## src/sv/qdot_pkg.sv

```systemverilog
// ----------------------------------------------------------------------------
// qdot_pkg
// Shared types and constants for the Q4 x Q8 block dot product.
// ----------------------------------------------------------------------------
package qdot_pkg;

    localparam int BLOCK_SIZE = 32;
    localparam int LANE_ELEMS = 8;
    localparam int LANES      = BLOCK_SIZE / LANE_ELEMS;
    localparam int MAX_ROWS   = 4096;

    localparam logic [3:0] NIBBLE_MASK = 4'h0f;
    localparam int         Q4_OFFSET   = 8;

    // widths of the partial results
    localparam int LANE_W = 15;   // eight 4x8 products
    localparam int ISUM_W = 17;   // sum of four lanes
    localparam int SC_W   = 16;
    localparam int P1_W   = ISUM_W + SC_W;
    localparam int TERM_W = P1_W + SC_W;
    localparam int ACC_W  = 64;
    localparam int ROW_W  = 12;

    typedef logic signed [LANE_W-1:0] lane_sum_t;
    typedef logic signed [TERM_W-1:0] term_t;

    typedef struct packed {
        logic valid;
        logic last_block;
        logic last_row;
    } ctl_t;

endpackage

```

## src/sv/qdot_lane.sv

```systemverilog
// ----------------------------------------------------------------------------
// qdot_lane
// One lane: eight Q4 x Q8 products summed and registered.
// ----------------------------------------------------------------------------
module qdot_lane
(
    input  logic                   clk,
    input  logic                   en,
    input  logic [31:0]            weights,
    input  logic [63:0]            acts,
    output qdot_pkg::lane_sum_t    psum_reg
);

    qdot_pkg::lane_sum_t psum_next;

    always_comb
    begin
        logic [7:0]        wbyte;
        logic [3:0]        nib;
        logic signed [4:0] q4;
        logic signed [7:0] a8;
        logic signed [12:0] prod;
        psum_next = '0;
        for (int i = 0; i < qdot_pkg::LANE_ELEMS; i++)
        begin
            wbyte = weights[8*(i/2) +: 8];
            nib   = (i % 2 == 1) ? wbyte[7:4] : (wbyte[3:0] & qdot_pkg::NIBBLE_MASK);
            q4    = $signed({1'b0, nib}) - 5'(qdot_pkg::Q4_OFFSET);
            a8    = $signed(acts[8*i +: 8]);
            prod  = 13'(q4) * 13'(a8);
            psum_next = psum_next + qdot_pkg::LANE_W'(prod);
        end
    end

    always_ff @(posedge clk)
    begin
        if (en)
        begin
            psum_reg <= psum_next;
        end
    end

endmodule

```

## config.mk

```make
export PLATFORM = sky130hd
export DESIGN_NAME = qdot_lane
export DESIGN_NICKNAME = d
export VERILOG_FILES = /design/src/sv/qdot_pkg.sv /design/src/sv/qdot_lane.sv
export SDC_FILE = /design/constraint.sdc
export NUM_CORES = 1
export LEC_CHECK = 0
export BUFFER_PORTS_ARGS = -buffer_cell sky130_fd_sc_hd__buf_4
export CAP_MARGIN = 15
export CORE_MARGIN = 2
export CORE_UTILIZATION = 55
export DETAILED_ROUTE_END_ITERATION = 7
export PLACE_DENSITY_LB_ADDON = 0.3
export SLEW_MARGIN = 20
export SYNTH_ARGS = -nofsm -noshare
export SYNTH_HDL_FRONTEND = slang
export SYNTH_SLANG_ARGS = --single-unit
```

## constraint.sdc

```tcl
create_clock -name clk -period 9.1 [get_ports clk]
set_input_delay 1.82 -clock clk [delete_from_list [all_inputs] [get_ports clk]]
set_output_delay 1.82 -clock clk [all_outputs]
set_load 0.01 [all_outputs]
```

Word-level counts from Yosys, hierarchy flattened --
Index checks and enable logic that the tools add are counted. W data, S select, Z words.
Cells by class: shift operators 0, bitwise logic cells 0, muxes and demuxes 0, order comparisons 0, add/sub/neg operators 15, equal/unequal tests 0, divide/modulo/power cells 0, multipliers 8, reductions and logical operators 0
Operators by type and width (number):
- $mul A5 B8 Y13 | 8
- $add A15 B13 Y15 | 5
- $sub A4 B4 Y5 const B | 8
- $add A14 B13 Y15 | 1
- $add A13 B13 Y14 | 1
Word-level totals: output and inout bits 15, bits in registers 15, latch bits 0, logic and storage cells 24, memory bits (read-only) 0, input bits 98, memories 0, memory bits (writable) 0

Depth between registers and ports, before layout --
depth after elaboration 9, mapped depth 26, gate-level depth less buffers 25

Worst setup path after synthesis --
Ideal clock, no wire load.
path kind input to register, from in weights[3], to reg psum_reg[13], data pin, arrival time 7.887 ns, stages on the path 19, setup slack 0.943 ns, buffers on the path 1, required time 8.830 ns, setup time 0.270 ns, cell sequence clkbuf_1 or2_2 fa_1 fa_1 inv_1 fa_1 inv_1 fa_1 inv_1 fa_1 fa_1 fa_1 fa_1 fa_1 ha_1 or3_1 o21ai_0 a311oi_1 xor2_1
Between the ends: cells in the longest elaborated chain, start to end 9
Ends and longest elaborated chain:
- from (decl) | RTL line qdot_lane.sv:9 | input logic [31:0] weights,
- $sub A4 B4 Y5 | RTL line qdot_lane.sv:28 | q4 = $signed({1'b0, nib}) - 5'(qdot_pkg::Q4_OFFSET);
- $mul A5 B8 Y13 | RTL line qdot_lane.sv:30 | prod = 13'(q4) * 13'(a8);
- $add A13 B13 Y14 | RTL line qdot_lane.sv:31 | psum_next = psum_next + qdot_pkg::LANE_W'(prod);
- $add A14 B13 Y15 | RTL line qdot_lane.sv:31
- $add A15 B13 Y15 (5 in a row) | RTL line qdot_lane.sv:31
- via psum_next[13] | RTL line qdot_lane.sv:14 | qdot_pkg::lane_sum_t psum_next;
- to (signal assigned) | RTL line qdot_lane.sv:39 | psum_reg <= psum_next;
- to (decl) | RTL line qdot_lane.sv:11 | output qdot_pkg::lane_sum_t psum_reg
The timed path passes the listed nets, and every way through them passes these cells. A chain may end at the register's enable or synchronous reset.

Worst setup path in the final report --
from in weights[3], to reg psum_reg[14], data pin
The elaborated chain is that of the path after synthesis.

==> Flow_metrics.wiki <==
{| class="wikitable"
! Metric !! Value
|-
| Status || complete, no violations
|-
| Detailed router's first-iteration violation count || around 370
|-
| CTS root buffer || clkbuf_16
|-
| # DRC || 0
|-
| Syn Nets || ~1,900
|-
| GRT overflow || 0
|-
| Count of state elements after synthesis || 15
|-
| Die Span X || around 160 microns
|-
| Setup repair after global routing missed its margin || false
|-
| Placed insts || ~1,800
|-
| Standard cell core area || 23,600 sq um
|-
| HPWL after detailed placement || between 20,000 and 30,000 microns
|-
| Final Net Count || roughly 2,000
|-
| Number of maximum-capacitance constraint violations || 0
|-
| Number of port buffers || about 110
|-
| Via count of the first global-routing pass || between 9,000 and 10,000
|-
| Data arrival time of the critical path || between 8 and 9 ns
|-
| Die area || about 25,000 sq um
|-
| Count of nets left with antenna violations after detail routing || 0
|-
| Fraction of the cycle the final worst path needs || roughly nine tenths
|-
| Largest net degree at the start of global routing || 18
|-
| Area added between synthesis and finish || 9.65%
|-
| Post-cts resize count || 0
|-
| Most common cell after layout, fill and taps aside || inv_1
|-
| Min-Delay Path Class || primary input to flip-flop
|-
| Fin util || around three fifths
|-
| DR WL/cell || 15.7 microns
|-
| Layout cell share with drive strength beyond 1 || between 10% and 20%
|-
| Critical path required time || a little over 9 ns
|-
| Total Negative Setup Slacks || 0 ns
|-
| Post-CTS setup buffers || 0
|-
| Total Wirelength || roughly 28,000 microns
|-
| Vert. Die Dim || around 160 microns
|-
| Count of mapped cells out of synthesis || around 1,300
|-
| Max reg flops || 15
|-
| IO Pins || about 110
|-
| Portion of the post-synthesis area used by sequential elements || between 3 and 4%
|-
| H-tree depth || 1
|-
| Initial antenna violation count || 0
|-
| Worst Tran Pin Value || roughly 0.46 ns
|-
| Final standard cell count with taps included and fillers excluded || around 1,800
|-
| Cell area after technology mapping || 13,300 sq um
|-
| Final Hold Vio Count || 0
|-
| Most frequent cells in the layout || inv_1, fa_1, buf_4
|-
| Overall track demand over capacity in global routing || a little under a quarter
|-
| Number of max-slew violations in the final report || 0
|-
| Clock tree from TritonCTS || built
|-
| Number of setup violations in the final report || 0
|-
| Count of different cell masters after synthesis || 30
|-
| Starting density of the core || between 50% and 60%
|-
| Final estimated routing congestion in global placement || 0.892
|-
| Smallest setup slack after layout || between 0.8 and 0.9 ns
|-
| Vias || ~8,600
|-
| Number of warnings issued by yosys || 0
|-
| Maximum frequency from static timing analysis || between 100 and 150 MHz
|-
| Worst slew margin relative to its limit || 69.4%
|-
| Final min period || ~8.3 ns
|-
| First-pass GRT wire length || between 40,000 and 50,000 microns
|-
| Ratio of routed vias to standard cells || between 4 and 5
|-
| Clock buffer count from CTS || 3
|-
| Pre-CTS setup slack || about 0.58 ns
|-
| Worst-path maximum fanout || 13
|-
| Number of buffers on the longest clock path || 2
|-
| Number of antenna cells inserted || 0
|-
| Pre-Repair DR Iteration Count || 5
|-
| Post-Synthesis Mean Instance Area || ~10 sq um
|-
| Kind of critical path || primary input to flip-flop
|-
| Site row count || 56
|-
| Clock-pin transition on the worst setup and hold timing paths || roughly 0.05 ns
|-
| Number of buffers added to fix hold violations after cts || 0
|-
| Critical Path Start Type || primary input
|-
| Capturing element type of the critical path || flip-flop
|-
| Clock sink total || 15
|}
## metal layers
layer  part of all wire, %  track usage, %
met5                     0               0
met4                   3.4            6.78
met3                   3.8            1.82
met2                    52            41.1
met1                    41            30.9
## metrics by stage
step / cell area [sq um] / hold slack [ns]
finish: 14600 / 1.95
global route: 14600 / 1.96
global placement: 14500 / 2.20
floorplan: 13300 / 1.93
detailed placement: 14500 / 2.20
CTS: 14600 / 1.95
## synth_stat cells
cell type,instances,area share (%)
inv_1,416,12
fa_1,395,59
and2_1,108,5.1
nand2_1,98,2.8
ha_1,88,8.3
nor2_1,45,1.3
nor2b_1,42,2.0
xnor2_1,29,1.9
or2_2,28,1.3
edfxtp_1,15,3.4
nand2b_1,14,0.66
clkbuf_1,9,0.25
a21oi_1,8,0.30
xor2_1,8,0.53
o21ai_0,5,0.19
nand3_1,3,0.11
a21o_1,2,0.11
a311oi_1,2,0.13
nor3_1,2,0.075
o21a_1,2,0.11
a211o_1,1,0.066
a31o_2,1,0.066
maj3_1,1,0.075
nand4_1,1,0.047
nor2b_2,1,0.066
o21ai_1,1,0.038
o21bai_1,1,0.056
o2bb2ai_1,1,0.066
or2_1,1,0.047
or3_1,1,0.047
## path summary, 6_finish.rpt
kind              cells past startpoint        from           end  slack (ns)
setup / recovery                     20  weights[3]  psum_reg[14]        0.81
hold / removal                        1          en  psum_reg[14]        1.95
## worst max-delay path, stage by stage
cell,delay (ns)
buf_4,0.16
or2_2,0.31
fa_1,0.51
fa_1,0.54
inv_1,0.06
fa_1,0.56
inv_1,0.06
fa_1,0.53
inv_1,0.05
fa_1,0.48
fa_1,0.57
fa_1,0.43
fa_1,0.52
fa_1,0.41
ha_1,0.35
nand4_1,0.11
o2bb2ai_1,0.27
nor3_1,0.08
o21ai_0,0.35
xnor2_1,0.12
## logic make-up (layout without fill, tap and decap cells)
kind of cell | after synthesis | in the layout | share of synthesized area (%)
AO/OA/AOI/OAI | 24 | 24 | 1.14
XOR/XNOR | 37 | 37 | 2.43
adder cells (fa/ha/maj) | 484 | 484 | 67.7
buffers and inverters | 425 | 532 | 12.0
flip-flops | 15 | 15 | 3.38
AND/OR/NAND/NOR | 344 | 344 | 13.4
## cell type report
cell class	instances	area [sq um]
well taps	319	399
clock inverters	1	5.00
flip-flops and latches	15	450
repair buffers	112	841
inverters	416	1560
clock buffers	3	75.1
fillers	2014	9000
multi-input cells	889	11300
Power is left out: the tool's default activity adds up to more than one toggle a clock period on the data nets, which glitch-free logic cannot reach.
