<file path="config.mk">
export PLATFORM = sky130hd
export DESIGN_NAME = qdot_merge
export DESIGN_NICKNAME = d
export VERILOG_FILES = /design/src/sv/qdot_pkg.sv /design/src/sv/qdot_merge.sv
export SDC_FILE = /design/constraint.sdc
export NUM_CORES = 2
export LEC_CHECK = 0
export BUFFER_PORTS_ARGS = -buffer_cell sky130_fd_sc_hd__buf_2
export CORE_UTILIZATION = 31
export CTS_BUF_LIST = sky130_fd_sc_hd__clkbuf_8
export CTS_CLUSTER_DIAMETER = 60
export DETAILED_ROUTE_END_ITERATION = 6
export PLACE_DENSITY = 0.51
export SYNTH_ARGS = -nofsm -noshare
export SYNTH_HDL_FRONTEND = slang
export SYNTH_SLANG_ARGS = --single-unit
export TNS_END_PERCENT = 50
</file>
<file path="constraint.sdc">
create_clock -name clk -period 6.8 [get_ports clk]
set_input_delay 0.34 -clock clk [delete_from_list [all_inputs] [get_ports clk]]
set_output_delay 0.34 -clock clk [all_outputs]
set_load 0.005 [all_outputs]
</file>
<file path="src/sv/qdot_pkg.sv">
// ----------------------------------------------------------------------------
// qdot_pkg
// Shared types and constants for the Q4 x Q8 block dot product.
// ----------------------------------------------------------------------------
package qdot_pkg;

    localparam int BLOCK_SIZE = 32;
    localparam int LANE_ELEMS = 8;
    localparam int LANES      = BLOCK_SIZE / LANE_ELEMS;
    localparam int MAX_ROWS   = 4096;

    localparam logic [3:0] NIBBLE_MASK = 4'h0f;
    localparam int         Q4_OFFSET   = 8;

    // widths of the partial results
    localparam int LANE_W = 15;   // eight 4x8 products
    localparam int ISUM_W = 17;   // sum of four lanes
    localparam int SC_W   = 16;
    localparam int P1_W   = ISUM_W + SC_W;
    localparam int TERM_W = P1_W + SC_W;
    localparam int ACC_W  = 64;
    localparam int ROW_W  = 12;

    typedef logic signed [LANE_W-1:0] lane_sum_t;
    typedef logic signed [TERM_W-1:0] term_t;

    typedef struct packed {
        logic valid;
        logic last_block;
        logic last_row;
    } ctl_t;

endpackage

</file>
<file path="src/sv/qdot_merge.sv">
// ----------------------------------------------------------------------------
// qdot_merge
// Merges the lane sums and applies both block scales, one step per stage.
// ----------------------------------------------------------------------------
module qdot_merge
(
    input  logic                       clk,
    input  logic                       rst_n,
    input  logic                       en,
    input  qdot_pkg::lane_sum_t        psum [qdot_pkg::LANES],
    input  logic signed [15:0]         weight_scale,
    input  logic signed [15:0]         act_scale,
    input  qdot_pkg::ctl_t             ctl_in,
    output qdot_pkg::term_t            term_reg,
    output qdot_pkg::ctl_t             ctl_out
);

    logic signed [qdot_pkg::ISUM_W-1:0] isum_reg;
    logic signed [qdot_pkg::ISUM_W-1:0] isum_next;
    logic signed [qdot_pkg::P1_W-1:0]   p1_reg;
    logic signed [15:0]                 ws2_reg, as2_reg, as3_reg;
    qdot_pkg::ctl_t                     ctl2_reg, ctl3_reg, ctl4_reg;

    always_comb
    begin
        isum_next = '0;
        for (int l = 0; l < qdot_pkg::LANES; l++)
        begin
            isum_next = isum_next + qdot_pkg::ISUM_W'(psum[l]);
        end
    end

    always_ff @(posedge clk or negedge rst_n)
    begin
        if (!rst_n)
        begin
            ctl2_reg <= '0;
            ctl3_reg <= '0;
            ctl4_reg <= '0;
        end
        else if (en)
        begin
            ctl2_reg <= ctl_in;
            ctl3_reg <= ctl2_reg;
            ctl4_reg <= ctl3_reg;
        end
    end

    always_ff @(posedge clk)
    begin
        if (en)
        begin
            isum_reg <= isum_next;
            ws2_reg  <= weight_scale;
            as2_reg  <= act_scale;
            p1_reg   <= qdot_pkg::P1_W'(isum_reg) * qdot_pkg::P1_W'(ws2_reg);
            as3_reg  <= as2_reg;
            term_reg <= qdot_pkg::TERM_W'(p1_reg) * qdot_pkg::TERM_W'(as3_reg);
        end
    end

    assign ctl_out = ctl4_reg;

endmodule

</file>
Word level (Yosys, flattened, before mapping)
Cells that the tools add are included.
{"block": "totals", "output_inout_bits": 52, "regBits": 156, "word_cells": 20, "input_bits": 98}
{"block": "classes", "n_mul": 2, "add_sub_neg": 3}
{"operator": "$mul A33 B16 Y49", "count": 1}
{"operator": "$mul A17 B16 Y33", "count": 1}
{"operator": "$add A16 B15 Y17", "count": 1}
{"operator": "$add A17 B15 Y17", "count": 1}
{"operator": "$add A15 B15 Y16", "count": 1}

Logic depth before layout (Yosys ltp)
{"block": "logic_depth", "word_depth": 3, "depth_mapped": 26}

Worst setup path after synthesis
Ideal clock, no wire load.
{"block": "synth_path", "path_kind": "register -> register", "startpoint": "register ws2_reg[4]", "endpoint": "register p1_reg[31] (netlist name), data pin", "path_buffers": 2, "path_stages_with_launch": 25, "t_arrival_ns": 6.004, "path_slack_ns": 0.535, "period_less_slack_ns": 6.265, "path_cell_list": "edfxtp_1 clkbuf_1 clkbuf_1 nand2_1 fa_1 inv_1 fa_1 inv_1 fa_1 fa_1 inv_1 fa_1 inv_1 fa_1 inv_1 ha_1 nand4_1 nor2_1 nand4_1 a2111oi_1 o311a_1 o21a_1 o21a_1 mux2i_1 nand2_1"}
{"block": "synth_via", "elab_chain_cells": 1}
{"item": "start: declaration", "line_no": "qdot_merge.sv:21", "text": "logic signed [15:0] ws2_reg, as2_reg, as3_reg;"}
{"item": "start signal: assignment", "line_no": "qdot_merge.sv:54", "text": "ws2_reg <= weight_scale;"}
{"item": "$mul A17 B16 Y33", "line_no": "qdot_merge.sv:56", "text": "p1_reg <= qdot_pkg::P1_W'(isum_reg) * qdot_pkg::P1_W'(ws2_reg);"}
{"item": "end signal: assignment", "line_no": "qdot_merge.sv:56"}
{"item": "end: declaration", "line_no": "qdot_merge.sv:20", "text": "logic signed [qdot_pkg::P1_W-1:0] p1_reg;"}
No other way between the ends.
A chain may end at the register's enable or synchronous reset.

Worst setup path in the final report
{"block": "layout_path", "startpoint": "register as3_reg[9]", "endpoint": "register term_reg[44], data pin"}
{"block": "layout_via", "elab_chain_cells": 1}
{"item": "start: declaration", "line_no": "qdot_merge.sv:21"}
{"item": "start signal: assignment", "line_no": "qdot_merge.sv:57", "text": "as3_reg <= as2_reg;"}
{"item": "$mul A33 B16 Y49", "line_no": "qdot_merge.sv:58", "text": "term_reg <= qdot_pkg::TERM_W'(p1_reg) * qdot_pkg::TERM_W'(as3_reg);"}
{"item": "end signal: assignment", "line_no": "qdot_merge.sv:58"}
{"item": "end: declaration", "line_no": "qdot_merge.sv:14", "text": "output qdot_pkg::term_t term_reg,"}
No other way between the ends.

==> impl_metrics.csv <==
group,metric,value,unit
synthesis,seq_area_frac_synth,13.4,%
setup_path,worstRegToRegCells,23,
run,cap_violations,0,
setup_path,endpoint,"term_reg[44]",
floorplanning,coreArea,0.111,mm²
setup_path,ff2ff_setup_slack,0.20,ns
global_route,grt_max_degree,59,
setup_path,start_kind,"flip-flop",
cells_and_area,drive_gt1_share,11.1,%
cts,cts_tree,"built",
global_route,overflow,0,
cells_and_area,fin_cells,5312,
setup_path,cp_max_fo,18,
cts,clk_pin_slew,0.11,ns
synthesis,yosys.area.top_type,"fa_1",
setup_path,cp.depth,23,
synthesis,synth_area_leaders,"fa_1 (47%), edfxtp_1 (13%), inv_1 (9.6%)",
setup_path,required,7.15,ns
synthesis,synth_nets,4653,
setup_path,cp-startpoint,"as3_reg[9]",
setup_path,critPathMaxStageDelay,0.65,ns
cts,cts_sinks,156,
setup_path,r2r-start,"as3_reg[9]",
route,vias,23700,
cts,htree_levels,4,
sta,worst_pin_slew,0.924,ns
setup_path,r2r_end,"term_reg[44]",
synthesis,syn_avg_cell_area,9.81,µm²
route,ant_nets,0,
floorplanning,io_pins,150,
sta,hold_viol,0,
route,drc,0,
setup_path,cp-end-kind,"flip-flop",
synthesis,synth_cell_type_count,68,
global_route,grt_pass1_wl,142,mm
placed_design,hpwl,72.6,mm
setup_path,cp.arrival,6.95,ns
floorplanning,dieArea,0.113,mm²
cells_and_area,layout_commonest_cell,"inv_1",
setup_path,slowest_stage,"fa_1",
placed_design,gp_congestion,0.865,
setup_path,cp_top_family,"adder cells",
floorplanning,die_width,336,µm
global_route,antenna_found_initial,2,
cts,clockBufferDepth,2,
cts,cts_root_buffer,"clkbuf_8",
status,status,"finished clean",
synthesis,synth_ff_type,"edfxtp_1",
sta,max_freq,151,MHz
synthesis,ys_seq_elements,156,
route,drt-vias-per-instance,4.46,
sta,slew_headroom,38.4,%
cells_and_area,fin_nets,4931,
route,drtPass1Iterations,5,
synthesis,yosys_warnings,0,
global_route,grt_pass1_vias,26100,
floorplanning,initial_core_util,31.3,%
setup_path,crit_top_cell,"fa_1",
cells_and_area,largest_reg_flops,49,
route,wl,86.0,mm
setup_path,crit_buf_inv,6,
cts,cts_inserted_buffers,17,
floorplanning,fp.dieH,336,µm
cts,clock_latency,0.62,ns
global_route,grt_usage,16.2,%
sta,rsz0062_at_grt,"true",
cells_and_area,syn_to_final_growth,14.1,%
sta,fin_crit_sh,97.1,%
synthesis,synthArstFlopShare,5.77,%
synthesis,synth_edf_count,147,
synthesis,synth_top_area_share,46.6,%
setup_path,path_cells,"buf_12 > buf_4 > nand2_1 > fa_1 > inv_1 > fa_1 > fa_1 > fa_1 > fa_1 > inv_1 > fa_1 > inv_1 > ha_1 > and2_1 > o21ai_0 > o21bai_1 > a21o_1 > a31oi_2 > buf_4 > o22ai_1 > a2bb2oi_1 > a31oi_1 > xnor2_1",
sta,drv_slew,0,
synthesis,syn_area,0.0346,mm²
placed_design,placed_cells,5186,
setup_path,critical_path_class,"flip-flop to flip-flop",
route,drt_iter0_markers,1121,
sta,finalSetupViolations,0,
route,avgRoutedWirePerCell,16.2,µm
placed_design,io_buffer_count,149,
floorplanning,rows,122,
sta,period_needed,6.60,ns
synthesis,syn_inst,3532,
sta,finalClockSkew,0.0271,ns
cells_and_area,most-common-layout-cells,"inv_1 (884), fa_1 (806), nand2_1 (485)",
worst_hold_path,hp-class,"primary input to async pin",
[synth_stat cells, drive strengths merged (4+ instances only)]
master,count
edfxtp,147
fa,807
nand4,10
and3,9
ha,216
or3,4
a2111oi,4
mux2,9
a21oi,80
nor2b,9
dfrtp,9
xnor2,77
a211oi,9
nor2,75
a21o,35
o21a,10
inv,884
o21bai,18
nand3,15
o31ai,4
o211ai,8
nand2,486
nand2b,20
o41ai,4
and2,315
o21ai,41
nor3,19
xor2,22
clkbuf,133
a31oi,9
[kinds of logic (layout without fill, tap and decap cells)]
group	after synthesis	count (layout)	synth area share, %
buffers and inverters	1020	1311	11.1
flip-flops	156	156	13.4
adder cells (fa/ha/maj)	1023	1023	54.5
AND/OR/NAND/NOR	972	972	13.4
XOR/XNOR	99	99	2.50
AO/OA/AOI/OAI	252	252	4.84
multiplexers	10	10	0.322
other	0	1	0
[cell type report]
cell class              instances  area (µm²)
clock inverters                15         199
repair buffers                394        3000
fillers                     11400       71100
inverters                     885        3320
flip-flops and latches        156        4640
clock buffers                  17         234
well taps                    1488        1860
multi-input cells            2356       26300
diodes                          1        2.50
[worst register-to-register path: cells and delay by family, from the launching register on]
kind	cells	cell delay, ns
flip-flops	1	0.41
XOR/XNOR	1	0.16
AO/OA/AOI/OAI	7	1.30
buffers and inverters	6	0.73
adder cells (fa/ha/maj)	7	3.39
AND/OR/NAND/NOR	2	0.37
[layer usage]
| layer | global-route usage (%) | routed length, µm |
|---|---|---|
| met2 | 27.6 | 41300 |
| met1 | 21.7 | 39700 |
| met5 | 0 | 0 |
| met4 | 3.99 | 1490 |
| met3 | 2.32 | 3540 |
[per-stage QoR]
step	TNS, ns	hold slack, ns	area (µm²)	worst slack, ns	util (%)
4_1_cts	0	0.0151	38900	0.0126	35.1
6_report	0	0.0897	39500	0.197	35.7
5_1_grt	-0.0405	0.0898	39500	-0.0301	35.7
2_1_floorplan	0	0.0444	34600	0.535	-
3_3_place_gp	0	0.200	38100	0.0650	34.4
3_5_place_dp	-0.00663	0.201	38100	-0.00663	34.4
[worst min-delay path by stage]
stage	startpoint	end	slack, ns	depth (start not counted)
floorplan	rst_n	ctl2_reg[0]	0.04	0
CTS	rst_n	ctl_out[1]	0.02	2
global route	rst_n	ctl_out[0]	0.09	2
global placement	rst_n	ctl_out[0]	0.20	1
finish	rst_n	ctl_out[1]	0.09	2
detailed placement	rst_n	ctl2_reg[0]	0.20	1
[timing repair]
action / in CTS / in global routing
hold endpoints to repair: 45 / 0
buffers inserted: 2 / 54
hold buffers: 37 / 0
setup endpoints to repair: 1 / 12
gates resized for setup: 0 / 20
gates cloned: 0 / 0
pin swaps: 0 / 3
Power is left out: the tool's default activity adds up to more than one toggle a clock period on the data nets, which glitch-free logic cannot reach.
