`src/sv/qdot_pkg.sv`:
```
// ----------------------------------------------------------------------------
// qdot_pkg
// Shared types and constants for the Q4 x Q8 block dot product.
// ----------------------------------------------------------------------------
package qdot_pkg;

    localparam int BLOCK_SIZE = 32;
    localparam int LANE_ELEMS = 8;
    localparam int LANES      = BLOCK_SIZE / LANE_ELEMS;
    localparam int MAX_ROWS   = 4096;

    localparam logic [3:0] NIBBLE_MASK = 4'h0f;
    localparam int         Q4_OFFSET   = 8;

    // widths of the partial results
    localparam int LANE_W = 15;   // eight 4x8 products
    localparam int ISUM_W = 17;   // sum of four lanes
    localparam int SC_W   = 16;
    localparam int P1_W   = ISUM_W + SC_W;
    localparam int TERM_W = P1_W + SC_W;
    localparam int ACC_W  = 64;
    localparam int ROW_W  = 12;

    typedef logic signed [LANE_W-1:0] lane_sum_t;
    typedef logic signed [TERM_W-1:0] term_t;

    typedef struct packed {
        logic valid;
        logic last_block;
        logic last_row;
    } ctl_t;

endpackage

```
`src/sv/qdot_res_if.sv`:
```
// ----------------------------------------------------------------------------
// qdot_res_if
// Output channel: one row result per transfer.
// ----------------------------------------------------------------------------
interface qdot_res_if;
    logic               valid;
    logic               ready;
    logic signed [63:0] dot_sum;
    logic [11:0]        row_index;
    logic               saturated;

    modport source (output valid, dot_sum, row_index, saturated, input ready);
    modport sink   (input valid, dot_sum, row_index, saturated, output ready);
endinterface

```
`src/sv/qdot_accum.sv`:
```
// ----------------------------------------------------------------------------
// qdot_accum
// Saturating row accumulator, row counter and result register.
// ----------------------------------------------------------------------------
module qdot_accum
(
    input  logic               clk,
    input  logic               rst_n,
    input  qdot_pkg::term_t    term,
    input  qdot_pkg::ctl_t     ctl,
    output logic               adv,
    qdot_res_if.source         res
);

    localparam logic signed [qdot_pkg::ACC_W-1:0] ACC_MAX = {1'b0, {(qdot_pkg::ACC_W-1){1'b1}}};
    localparam logic signed [qdot_pkg::ACC_W-1:0] ACC_MIN = {1'b1, {(qdot_pkg::ACC_W-1){1'b0}}};

    logic signed [qdot_pkg::ACC_W-1:0] acc_reg, acc_next;
    logic                              sat_reg, sat_next;
    logic [qdot_pkg::ROW_W-1:0]        row_reg, row_next;
    logic                              res_valid_reg, res_valid_next;
    logic signed [qdot_pkg::ACC_W-1:0] res_sum_reg;
    logic [qdot_pkg::ROW_W-1:0]        res_row_reg;
    logic                              res_sat_reg;

    logic signed [qdot_pkg::ACC_W-1:0] term64, sum, acc_new;
    logic                              ovf, commit, emit, wrap;
    logic [qdot_pkg::ROW_W:0]          row_inc;

    // a row result may only land once the result register is free or being drained
    assign adv    = !(res_valid_reg && !res.ready && ctl.valid && ctl.last_block);
    assign commit = ctl.valid && adv;
    assign emit   = commit && ctl.last_block;

    assign term64  = qdot_pkg::ACC_W'(term);
    assign sum     = acc_reg + term64;
    assign ovf     = (acc_reg[qdot_pkg::ACC_W-1] == term64[qdot_pkg::ACC_W-1]) &&
                     (sum[qdot_pkg::ACC_W-1] != acc_reg[qdot_pkg::ACC_W-1]);
    assign acc_new = ovf ? (acc_reg[qdot_pkg::ACC_W-1] ? ACC_MIN : ACC_MAX) : sum;

    assign row_inc = {1'b0, row_reg} + (qdot_pkg::ROW_W+1)'(1);
    assign wrap    = ctl.last_row || (32'(row_inc) >= 32'(qdot_pkg::MAX_ROWS));

    always_comb
    begin
        acc_next       = acc_reg;
        sat_next       = sat_reg;
        row_next       = row_reg;
        res_valid_next = res_valid_reg && !res.ready;
        if (commit)
        begin
            acc_next = acc_new;
            sat_next = sat_reg || ovf;
        end
        if (emit)
        begin
            acc_next       = '0;
            sat_next       = 1'b0;
            row_next       = wrap ? '0 : row_inc[qdot_pkg::ROW_W-1:0];
            res_valid_next = 1'b1;
        end
    end

    always_ff @(posedge clk or negedge rst_n)
    begin
        if (!rst_n)
        begin
            acc_reg       <= '0;
            sat_reg       <= 1'b0;
            row_reg       <= '0;
            res_valid_reg <= 1'b0;
        end
        else
        begin
            acc_reg       <= acc_next;
            sat_reg       <= sat_next;
            row_reg       <= row_next;
            res_valid_reg <= res_valid_next;
        end
    end

    always_ff @(posedge clk)
    begin
        if (emit)
        begin
            res_sum_reg <= acc_new;
            res_row_reg <= row_reg;
            res_sat_reg <= sat_reg || ovf;
        end
    end

    assign res.valid     = res_valid_reg;
    assign res.dot_sum   = res_sum_reg;
    assign res.row_index = res_row_reg;
    assign res.saturated = res_sat_reg;

`ifndef ASSERT_OFF
    a_emit_clears: assert property (@(posedge clk) disable iff (!rst_n)
        emit |=> (acc_reg == '0) && !sat_reg && res_valid_reg)
        else $error("accumulator not cleared after row result");

    a_last_row_wraps: assert property (@(posedge clk) disable iff (!rst_n)
        emit && ctl.last_row |=> row_reg == '0)
        else $error("row counter did not return to zero on final row");

    a_idle_holds: assert property (@(posedge clk) disable iff (!rst_n)
        !commit |=> $stable(acc_reg) && $stable(row_reg))
        else $error("accumulator state moved without a block");

    a_no_overwrite: assert property (@(posedge clk) disable iff (!rst_n)
        res_valid_reg && !res.ready |-> !emit)
        else $error("pending row result overwritten");
`endif

endmodule

```
`src/flat_wrapper.sv`:
```
// flat-port wrapper written by rule: the top's interface ports become plain ports
module qdot_accum_flat 
  (clk, rst_n, term, ctl, adv, res_valid, res_dot_sum, res_row_index, res_saturated, res_ready);
  qdot_res_if res_i ();
  input  logic clk;
  input  logic rst_n;
  input  qdot_pkg::term_t term;
  input  qdot_pkg::ctl_t ctl;
  output logic adv;
  output wire logic [$bits(res_i.valid)-1:0] res_valid;
  output wire logic [$bits(res_i.dot_sum)-1:0] res_dot_sum;
  output wire logic [$bits(res_i.row_index)-1:0] res_row_index;
  output wire logic [$bits(res_i.saturated)-1:0] res_saturated;
  input wire logic [$bits(res_i.ready)-1:0] res_ready;
  assign res_valid = res_i.valid;
  assign res_dot_sum = res_i.dot_sum;
  assign res_row_index = res_i.row_index;
  assign res_saturated = res_i.saturated;
  assign res_i.ready = res_ready;
  qdot_accum u_core (.clk(clk), .rst_n(rst_n), .term(term), .ctl(ctl), .adv(adv), .res(res_i));
endmodule
```
`config.mk`:
```
export PLATFORM = sky130hd
export DESIGN_NAME = qdot_accum_flat
export DESIGN_NICKNAME = d
export VERILOG_FILES = /design/src/sv/qdot_pkg.sv /design/src/sv/qdot_res_if.sv /design/src/sv/qdot_accum.sv /design/src/flat_wrapper.sv
export SDC_FILE = /design/constraint.sdc
export NUM_CORES = 1
export LEC_CHECK = 0
export BUFFER_PORTS_ARGS = -buffer_cell sky130_fd_sc_hd__buf_2
export CORE_MARGIN = 3
export CORE_UTILIZATION = 45
export DETAILED_ROUTE_END_ITERATION = 7
export PLACE_DENSITY = 0.72
export SLEW_MARGIN = 10
export SYNTH_ARGS = -nofsm -noshare
export SYNTH_HDL_FRONTEND = slang
export SYNTH_SLANG_ARGS = --single-unit
```
`constraint.sdc`:
```
create_clock -name clk -period 4.7 [get_ports clk]
set_clock_uncertainty 0.15 [all_clocks]
set_input_delay 0.94 -clock clk [delete_from_list [all_inputs] [get_ports clk]]
set_output_delay 0.94 -clock clk [all_outputs]
set_load 0.02 [all_outputs]
```
* Yosys cells after proc, flatten, opt, wreduce, memory -nomap -nowiden
Cells that the tools add are included.
** Storage, ports and cells
- Word-level logic and storage cells :: 31
- Register bits after elaboration :: 155
- Output and inout bits :: 79
- Input bits :: 55
** Operators by class
- Reductions and logical operators :: 11
- Add/sub/neg operators :: 2
- Multiplexer cells :: 8
- $lt $le $gt $ge :: 1
- Equal/unequal tests :: 2
** Operator list (count)
- two-way mux 64 bit :: 4
- adder 64 x 49 -> 64 bit :: 1
- adder 12 x 1 -> 13 bit (second input constant) :: 1
- >= comparator 13 bit (second input constant) :: 1
- two-way mux 12 bit :: 1
- logical AND 1 bit :: 6
- two-way mux 1 bit :: 3
- zero test 1 bit :: 2
- logical OR 1 bit :: 2
- nonzero test 2 bit :: 1
- == test 1 bit :: 1
- != test 1 bit :: 1

* Longest topological paths before layout
Gate-level depths: netlist of the first run.
- Word-level depth :: 8
- Depth in mapped cells :: 13
- Mapped depth without buffers :: 13

* Worst setup path before layout of the first run
Ideal clock, no wire load.
- Kind :: input-to-reg
- Start :: in res_ready
- End :: reg u_core.row_reg[10] in the netlist's numbering
- Setup slack :: 0.212 ns
- Setup time :: 0.137 ns
- Path buffers :: 1
- Required time :: 4.413 ns
- Stages :: 8
- Arrival :: 4.201 ns
- Cells stage by stage :: nand2b_1 > nand3_1 > inv_1 > clkbuf_1 > nand3_1 > nor2_1 > xnor2_1 > nor2_1
** Between the ends
- Word-level cells in the longest chain between the ends :: 7
** Ends and longest elaborated chain
- from (decl) :: line flat_wrapper.sv:14 : input wire logic [$bits(res_i.ready)-1:0] res_ready;
- zero test 1 bit :: line qdot_accum.sv:31 : assign adv = !(res_valid_reg && !res.ready && ctl.valid && ctl.last_block);
- logical AND 1 bit (3 in a row) :: line qdot_accum.sv:31
- zero test 1 bit :: line qdot_accum.sv:31
- logical AND 1 bit :: line qdot_accum.sv:32 : assign commit = ctl.valid && adv;
- logical AND 1 bit :: line qdot_accum.sv:33 : assign emit = commit && ctl.last_block;
- via u_core.emit :: line qdot_accum.sv:27 : logic ovf, commit, emit, wrap;
- to (signal assigned) :: line qdot_accum.sv:77 : row_reg <= row_next;
- to (decl) :: line qdot_accum.sv:20 : logic [qdot_pkg::ROW_W-1:0] row_reg, row_next;
The timed path passes the listed nets, and every way through them passes these cells.
A chain may end at the register's enable or synchronous reset.

* Final worst setup path of the first run
- Start :: in term[2]
- End :: reg u_core.res_sum_reg, in the netlist u_core.res.dot_sum[57], data pin
** Between the ends
- Word-level cells in the longest chain between the ends :: 4
** Ends and longest elaborated chain
- from (decl) :: line flat_wrapper.sv:7 : input qdot_pkg::term_t term;
- adder 64 x 49 -> 64 bit (*) :: line qdot_accum.sv:36 : assign sum = acc_reg + term64;
- != test 1 bit :: line qdot_accum.sv:38 : (sum[qdot_pkg::ACC_W-1] != acc_reg[qdot_pkg::ACC_W-1]);
- logical AND 1 bit :: line qdot_accum.sv:37 : assign ovf = (acc_reg[qdot_pkg::ACC_W-1] == term64[qdot_pkg::ACC_W-1]) &&
- two-way mux 64 bit (*) :: line qdot_accum.sv:39 : assign acc_new = ovf ? (acc_reg[qdot_pkg::ACC_W-1] ? ACC_MIN : ACC_MAX) : sum;
- via u_core.acc_new (one bit) :: line qdot_accum.sv:26 : logic signed [qdot_pkg::ACC_W-1:0] term64, sum, acc_new;
- to (signal assigned) :: line qdot_accum.sv:86 : res_sum_reg <= acc_new;
- to (decl) :: line qdot_accum.sv:22 : logic signed [qdot_pkg::ACC_W-1:0] res_sum_reg;
Mark *: on every way through the listed nets, which the timed path passes. The rest lies on a longest branch.

==> results of run 1 <==
==> cells by family (layout without fill, tap and decap cells) <==
kind of cell             count (synthesis)  after routing  synth area share [%]
AND/OR/NAND/NOR                        321            321                 14.81
multiplexers                             4              4                0.4024
buffers and inverters                   87            210                 3.747
XOR/XNOR                                66             66                 5.809
AO/OA/AOI/OAI                          359            359                 24.13
adder cells (fa/ha/maj)                 65             65                 8.248
flip-flops                             155            155                 42.85
==> layout make-up <==
class	instances	area [um^2]	share of cell area, %
clock buffers	17	425.4	3.713
clock inverters	15	168.9	1.474
inverters	26	98.84	0.8626
multi-input cells	815	5321	46.44
flip-flops and latches	155	4264	37.21
well taps	275	344.1	3.003
repair buffers	152	835.8	7.294
==> worst register-to-register path, stage by stage, from the launching register on <==
cell and delay, ps:
dfrtp_1 410, ha_1 360, o211ai_1 120, o21ai_1 290
nor4bb_1 470, o21ai_1 220, a21oi_1 320, a21oi_1 260
o21ai_2 350, o211ai_1 180, a21oi_1 290, nor2_1 80
==> metal layers <==
metal  vias up  GRT usage [%]  part of all wire (%)
li1       4108              -                     -
met1      4259          34.14                    46
met2       360          37.50                    45
met3        45          5.288                   6.9
met4         0          6.686                   2.4
met5         -              0                     0
==> synthesized netlist by cell type, types with 18 or more instances <==
library cell    n  area share (%)
clkbuf_1       30             1.1
a22o_1         36             3.2
edfxtp_1       77              23
inv_1          26            0.98
xnor2_1        39             3.4
o21bai_1       20             1.5
o21ai_1        18            0.91
a21oi_1       100             5.0
dfrtp_1        78              20
o21ai_0        80             4.0
nand4_1        29             1.8
buf_2          26             1.3
a21o_1         26             2.0
nand3_1        19            0.96
ha_1           64             8.0
xor2_1         27             2.4
nor2_1         90             3.4
nand2_1       114             4.3
==> path summary, 6_finish.rpt <==
| check | endpoint | startpoint | slack (ps) |
|---|---|---|---|
| max in group asynchronous | u_core.acc_reg[8] | rst_n | 3110 |
| worst min register to register | u_core.acc_reg[57] | u_core.acc_reg[57] | 340 |
| worst max-delay path | u_core.res.dot_sum[57] | term[2] | 770 |
| worst min-delay path | u_core.acc_reg[57] | u_core.acc_reg[57] | 340 |
| worst max register to register | u_core.res.dot_sum[57] | u_core.acc_reg[2] | 960 |
| min in group asynchronous | u_core.acc_reg[37] | rst_n | 420 |
==> power groups by stage <==
stage	logic [mW]	registers [mW]	clock network, mW
final	2.90	1.95	1.39
after global placement	2.82	1.97	0
after detailed placement	2.83	1.97	0
after global routing	3.18	1.98	1.47
after CTS	2.86	1.95	1.40
after floorplan	1.99	2.04	0
==> stage by stage <==
step | hold WS [ps] | instance area, um^2 | util [%]
after floorplan | 292.8 | 9951 | -
after global placement | 322.6 | 10860 | 50.88
after detailed placement | 330.2 | 10860 | 50.88
after CTS | 345.6 | 11460 | 53.66
after global routing | 367.0 | 11460 | 53.66
final | 341.2 | 11460 | 53.66
==> reports/results.txt, run 1 <==
Fmax -> 254.6 MHz
Vias/cell -> 6.029
Worst Path Max Fanout -> 4
Switching Fraction -> 42.65%
Post-CTS Setup Bufs -> 0
CP required -> 4730 ps
Hold WC Path Type -> reg2reg
Row count -> 53
Largest stage delay on the critical path -> 470 ps
Largest net degree at the start of global routing -> 53
Cell count after synthesis -> 1057
Crit path buf inv count -> 1
CTS sink cnt -> 155
Top delay family on crit path -> compound AO/OA/AOI/OAI gates
Fillcell total -> 1958
Ports -> 134
Post-CTS Hold Fix Bufs -> 0
Mapped cell area -> 9951 um^2
Vias in the first global route -> 8532
YS warnings -> 0
Path depth of the worst reg2reg path -> 11
Syn avg cell area -> 9.414 um^2
Longest Clk Path Bufs -> 2
Pleak -> 5.082 nW
CTS clk-pin slew, worst paths -> 70 ps
Width of the die -> 154.7 um
Combinational power share -> 46.4%
Flop pwr share -> 31.3%
GP Congestion -> 0.9458
Most common cell after layout, fill and taps aside -> buf_2
Placeable core area -> 21350 um^2
Async SR Flop Fraction -> 50.32%
Relative slew slack -> 38.34%
Hold path depth -> 2
Hold Fails Final Rpt -> 0
Area Overhead vs Synth -> 15.15%
Critical path arrival -> 3960 ps
Tcrit/Tclk final -> 83.57%
Vias -> 8772
Period minus WS final -> 3928 ps
Pre-CTS setup slack -> 356.3 ps
Critical path cell sequence -> buf_2 -> ha_1 -> o211ai_1 -> o21ai_1 -> nor4bb_1 -> o21ai_1 -> a21oi_1 -> a21oi_1 -> o21ai_2 -> o211ai_1 -> a21oi_1 -> nor2_1
Most frequent cells in the layout -> 132 x buf_2, 113 x nand2_1, 100 x a21oi_1
Grt ovf -> 0
Maximum capacitance violations -> 0
Final worst setup slack -> 772.1 ps
Primary FF master, synth -> dfrtp_1
Status -> completed
Port Buffers -> 133
Total routed wirelength -> 29.09 mm
Internal Power -> 3.577 mW
Initial core utilization -> 46.60%
RSZ-0062 raised after global routing -> no
Psw -> 2.660 mW
Initial antenna violation count -> 0
Most used cell, CP -> a21oi_1
Post-DP HPWL -> 21.46 mm
Total chip power -> 6.237 mW
First-pass GRT wire length -> 46.21 mm
Antenna-violating nets left -> 0
Post-cts resize count -> 0
Total GRT Usage -> 24.11%
Share of layout cells above drive strength 1 -> 17.97%
DRT Pass-1 Iters -> 5
Distinct cells, synth -> 72
Finish-stage setup viols -> 0
Clk_lat worst skew -> 440 ps
WP depth -> 12
Routed len/inst -> 20.00 um
Clock power share -> 22.3%
Number of remaining DRC errors -> 0
Die ar. -> 23930 um^2
Sequential-to-total area share from yosys stat -> 42.85%
Slew Viols, Final -> 0
VDD IR max -> 0.2697 mV
Final setup TNS -> 0 ps
Post-Layout Cell Count -> 1455
CP startpoint kind -> input port
Die H -> 154.7 um
Worst-Margin Slew -> 921.6 ps
Root buf cell -> clkbuf_16
Post-synth EDFFs -> 77
Starting DRC count in detailed routing -> 668
Critical path class -> in2reg
H-tree lvl count -> 4
TritonCTS clock tree -> built
TritonCTS buffer count -> 17
Syn Nets -> 1177
CP max-delay cell -> nor4bb_1
Ant. Diodes -> 0
Crit path capture type -> register
Placed cell count -> 1423
Yosys reg bits -> 155
Pwr/cell area -> 544.3 nW/um^2
Fin nets -> 1287
(Power assumes the default switching activity.)
==> run 2, diff against run 1 <==
ABC_AREA = 1   (was unset)
PLACE_DENSITY = 0.71   (was 0.72)
clock period = 3.9 ns   (was 4.7 ns; I/O delays follow)
==> reports/results.txt, run 2 <==
Area Overhead vs Synth -> 13.95%
Post-synth top area cell -> nand2_1
Status -> completed
Period minus WS final -> 3045 ps
Post-Synth XOR/XNOR Area -> 2.479%
Largest stage delay on the critical path -> 400 ps
Most frequent cells after synthesis -> 842 x nand2_1, 337 x inv_1, 110 x nor2_1
Crit path buf inv count -> 3
Initial antenna violation count -> 0
Async SR Flop Fraction -> 50.32%
Total GRT Usage -> 26.95%
Hold WC Path Type -> in2async
Starting DRC count in detailed routing -> 840
Die H -> 169.4 um
Grt ovf -> 0
Routed len/inst -> 16.40 um
Post-CTS Hold Fix Bufs -> 0
Share of layout cells above drive strength 1 -> 13.33%
DRT Pass-1 Iters -> 5
Finish-stage setup viols -> 0
Worst-Margin Slew -> 668.5 ps
Post-CTS Setup Bufs -> 0
Most common cell after layout, fill and taps aside -> nand2_1
Fillcell total -> 2707
CTS clk-pin slew, worst paths -> 80 ps
TritonCTS clock tree -> built
Final setup TNS -> 0 ps
WP depth -> 15
Port Buffers -> 133
Simple-gate share of the synthesized area -> 37.85%
CP max-delay cell -> ha_1
Clk_lat worst skew -> 440 ps
Fmax -> 328.4 MHz
YS warnings -> 0
Post-synth EDFFs -> 77
Longest Clk Path Bufs -> 2
Width of the die -> 169.4 um
Total routed wirelength -> 37.86 mm
Tcrit/Tclk final -> 78.08%
Vias -> 11370
Yosys reg bits -> 155
H-tree lvl count -> 4
Pwr/cell area -> 776.6 nW/um^2
VDD IR max -> 0.3245 mV
Crit path capture type -> register
Fin nets -> 2080
Synth area leaders -> nand2_1 26%, edfxtp_1 19%, dfrtp_1 16%
Share of the synthesized area in the top cell type -> 26.31%
Die ar. -> 28690 um^2
Largest net degree at the start of global routing -> 64
Most frequent cells in the layout -> 841 x nand2_1, 337 x inv_1, 132 x buf_2
Post-Synth Adder-Cell Area -> 6.833%
Post-DP HPWL -> 30.54 mm
First-pass GRT wire length -> 60.06 mm
Vias in the first global route -> 11350
Most used cell, CP -> nand2_1
Mux cell area share after synthesis -> 0%
Pleak -> 7.899 nW
Ant. Diodes -> 0
CP required -> 3910 ps
Hold Fails Final Rpt -> 0
Path depth of the worst reg2reg path -> 14
Top delay family on crit path -> simple AND/OR/NAND/NOR gates
GP Congestion -> 0.9722
Placeable core area -> 26130 um^2
Vias/cell -> 4.925
Total chip power -> 10.63 mW
Syn Nets -> 1942
CTS sink cnt -> 155
Initial core utilization -> 45.97%
Post-synthesis compound-gate area fraction -> 5.343%
Relative slew slack -> 55.43%
Post-cts resize count -> 0
Row count -> 59
Number of remaining DRC errors -> 0
Mapped cell area -> 12010 um^2
Cell count after synthesis -> 1822
Syn avg cell area -> 6.593 um^2
Slew Viols, Final -> 0
TritonCTS buffer count -> 17
Critical path class -> in2reg
Antenna-violating nets left -> 0
Critical path arrival -> 3060 ps
Primary FF master, synth -> dfrtp_1
RSZ-0062 raised after global routing -> no
Count leader, synth -> nand2_1
Ports -> 134
Maximum capacitance violations -> 0
Worst Path Max Fanout -> 63
CP startpoint kind -> input port
Root buf cell -> clkbuf_16
Sequential-to-total area share from yosys stat -> 35.50%
Critical path cell sequence -> buf_2 -> ha_1 -> nand2_2 -> inv_1 -> nand2_1 -> nand2_1 -> nand2_1 -> nand2_1 -> nand2_1 -> nand2_1 -> a21oi_4 -> nand2_4 -> nand2_4 -> buf_12 -> nand2_1
Combinational family with the most area after synthesis -> simple AND/OR/NAND/NOR gates
Distinct cells, synth -> 41
==> run 2: cell count changes after synthesis, sizes merged, moves of 18 or more <==
cell    delta
nand2    +762
inv      +316
o21ai     -61
a21oi     -51
nand3     +39
a22o      -36
nor2      +29
a21o      -26
clkbuf    -21
xor2      -21
nand4     -18
==> run 2: layout make-up <==
type	instances	area, um^2	share of cell area (%)
Clock buffer	17	425.4	3.108
Inverter	342	1284	9.378
Clock inverter	15	190.2	1.389
Multi-Input combinational cell	1300	6330	46.24
Sequential cell	155	4264	31.15
Timing Repair Buffer	144	775.7	5.667
Tap cell	335	419.2	3.062
==> run 2: logic make-up after synthesis <==
group | count (synthesis)
and+or+nand+nor | 1102
buffers and inverters | 367
DFF | 155
AOI/OAI and AO/OA | 99
adders and majority gates | 65
xor gates and xnor gates | 34
==> run 2: worst paths after layout <==
kind	from	endpoint	slack [ps]
max	term[48]	u_core.res.dot_sum[38]	850
min	rst_n	u_core.acc_reg[13]	120
max reg2reg	u_core.acc_reg[3]	u_core.res.dot_sum[53]	1040
min reg2reg	u_core.acc_reg[45]	u_core.acc_reg[45]	330
max in group asynchronous	rst_n	u_core.acc_reg[48]	2710
min in group clk	u_core.acc_reg[45]	u_core.acc_reg[45]	330
==> run 2: where the power goes <==
group	internal (mW)	switching (mW)	leakage, nW	total [mW]
registers	2.43	0.248	1.75	2.68
clock network	0.876	0.868	0.294	1.74
logic	2.04	4.16	5.85	6.20
==> run 2: routing by layer <==
| metal | wire length [um] | global-route usage [%] | vias to the layer above |
|---|---|---|---|
| met4 | 1131 | 9.424 | 0 |
| met5 | 0 | 0 | - |
| li1 | - | - | 5801 |
| met2 | 18560 | 48.31 | 308 |
| met3 | 1669 | 3.517 | 58 |
| met1 | 16500 | 33.41 | 5199 |
==> run 2: through the flow <==
stage / utilization [%] / instance area [um^2] / instances / setup WS (ps) / hold WS, ps
after floorplan: - / 12010 / 1822 / 473.7 / 296.4
after global placement: 50.02 / 13070 / 2276 / 467.7 / 315.4
after detailed placement: 50.02 / 13070 / 2276 / 432.6 / 319.5
after CTS: 52.38 / 13690 / 2308 / 901.4 / 127.2
after global routing: 52.38 / 13690 / 2308 / 667.1 / 142.4
final: 52.38 / 13690 / 2308 / 854.8 / 119.0
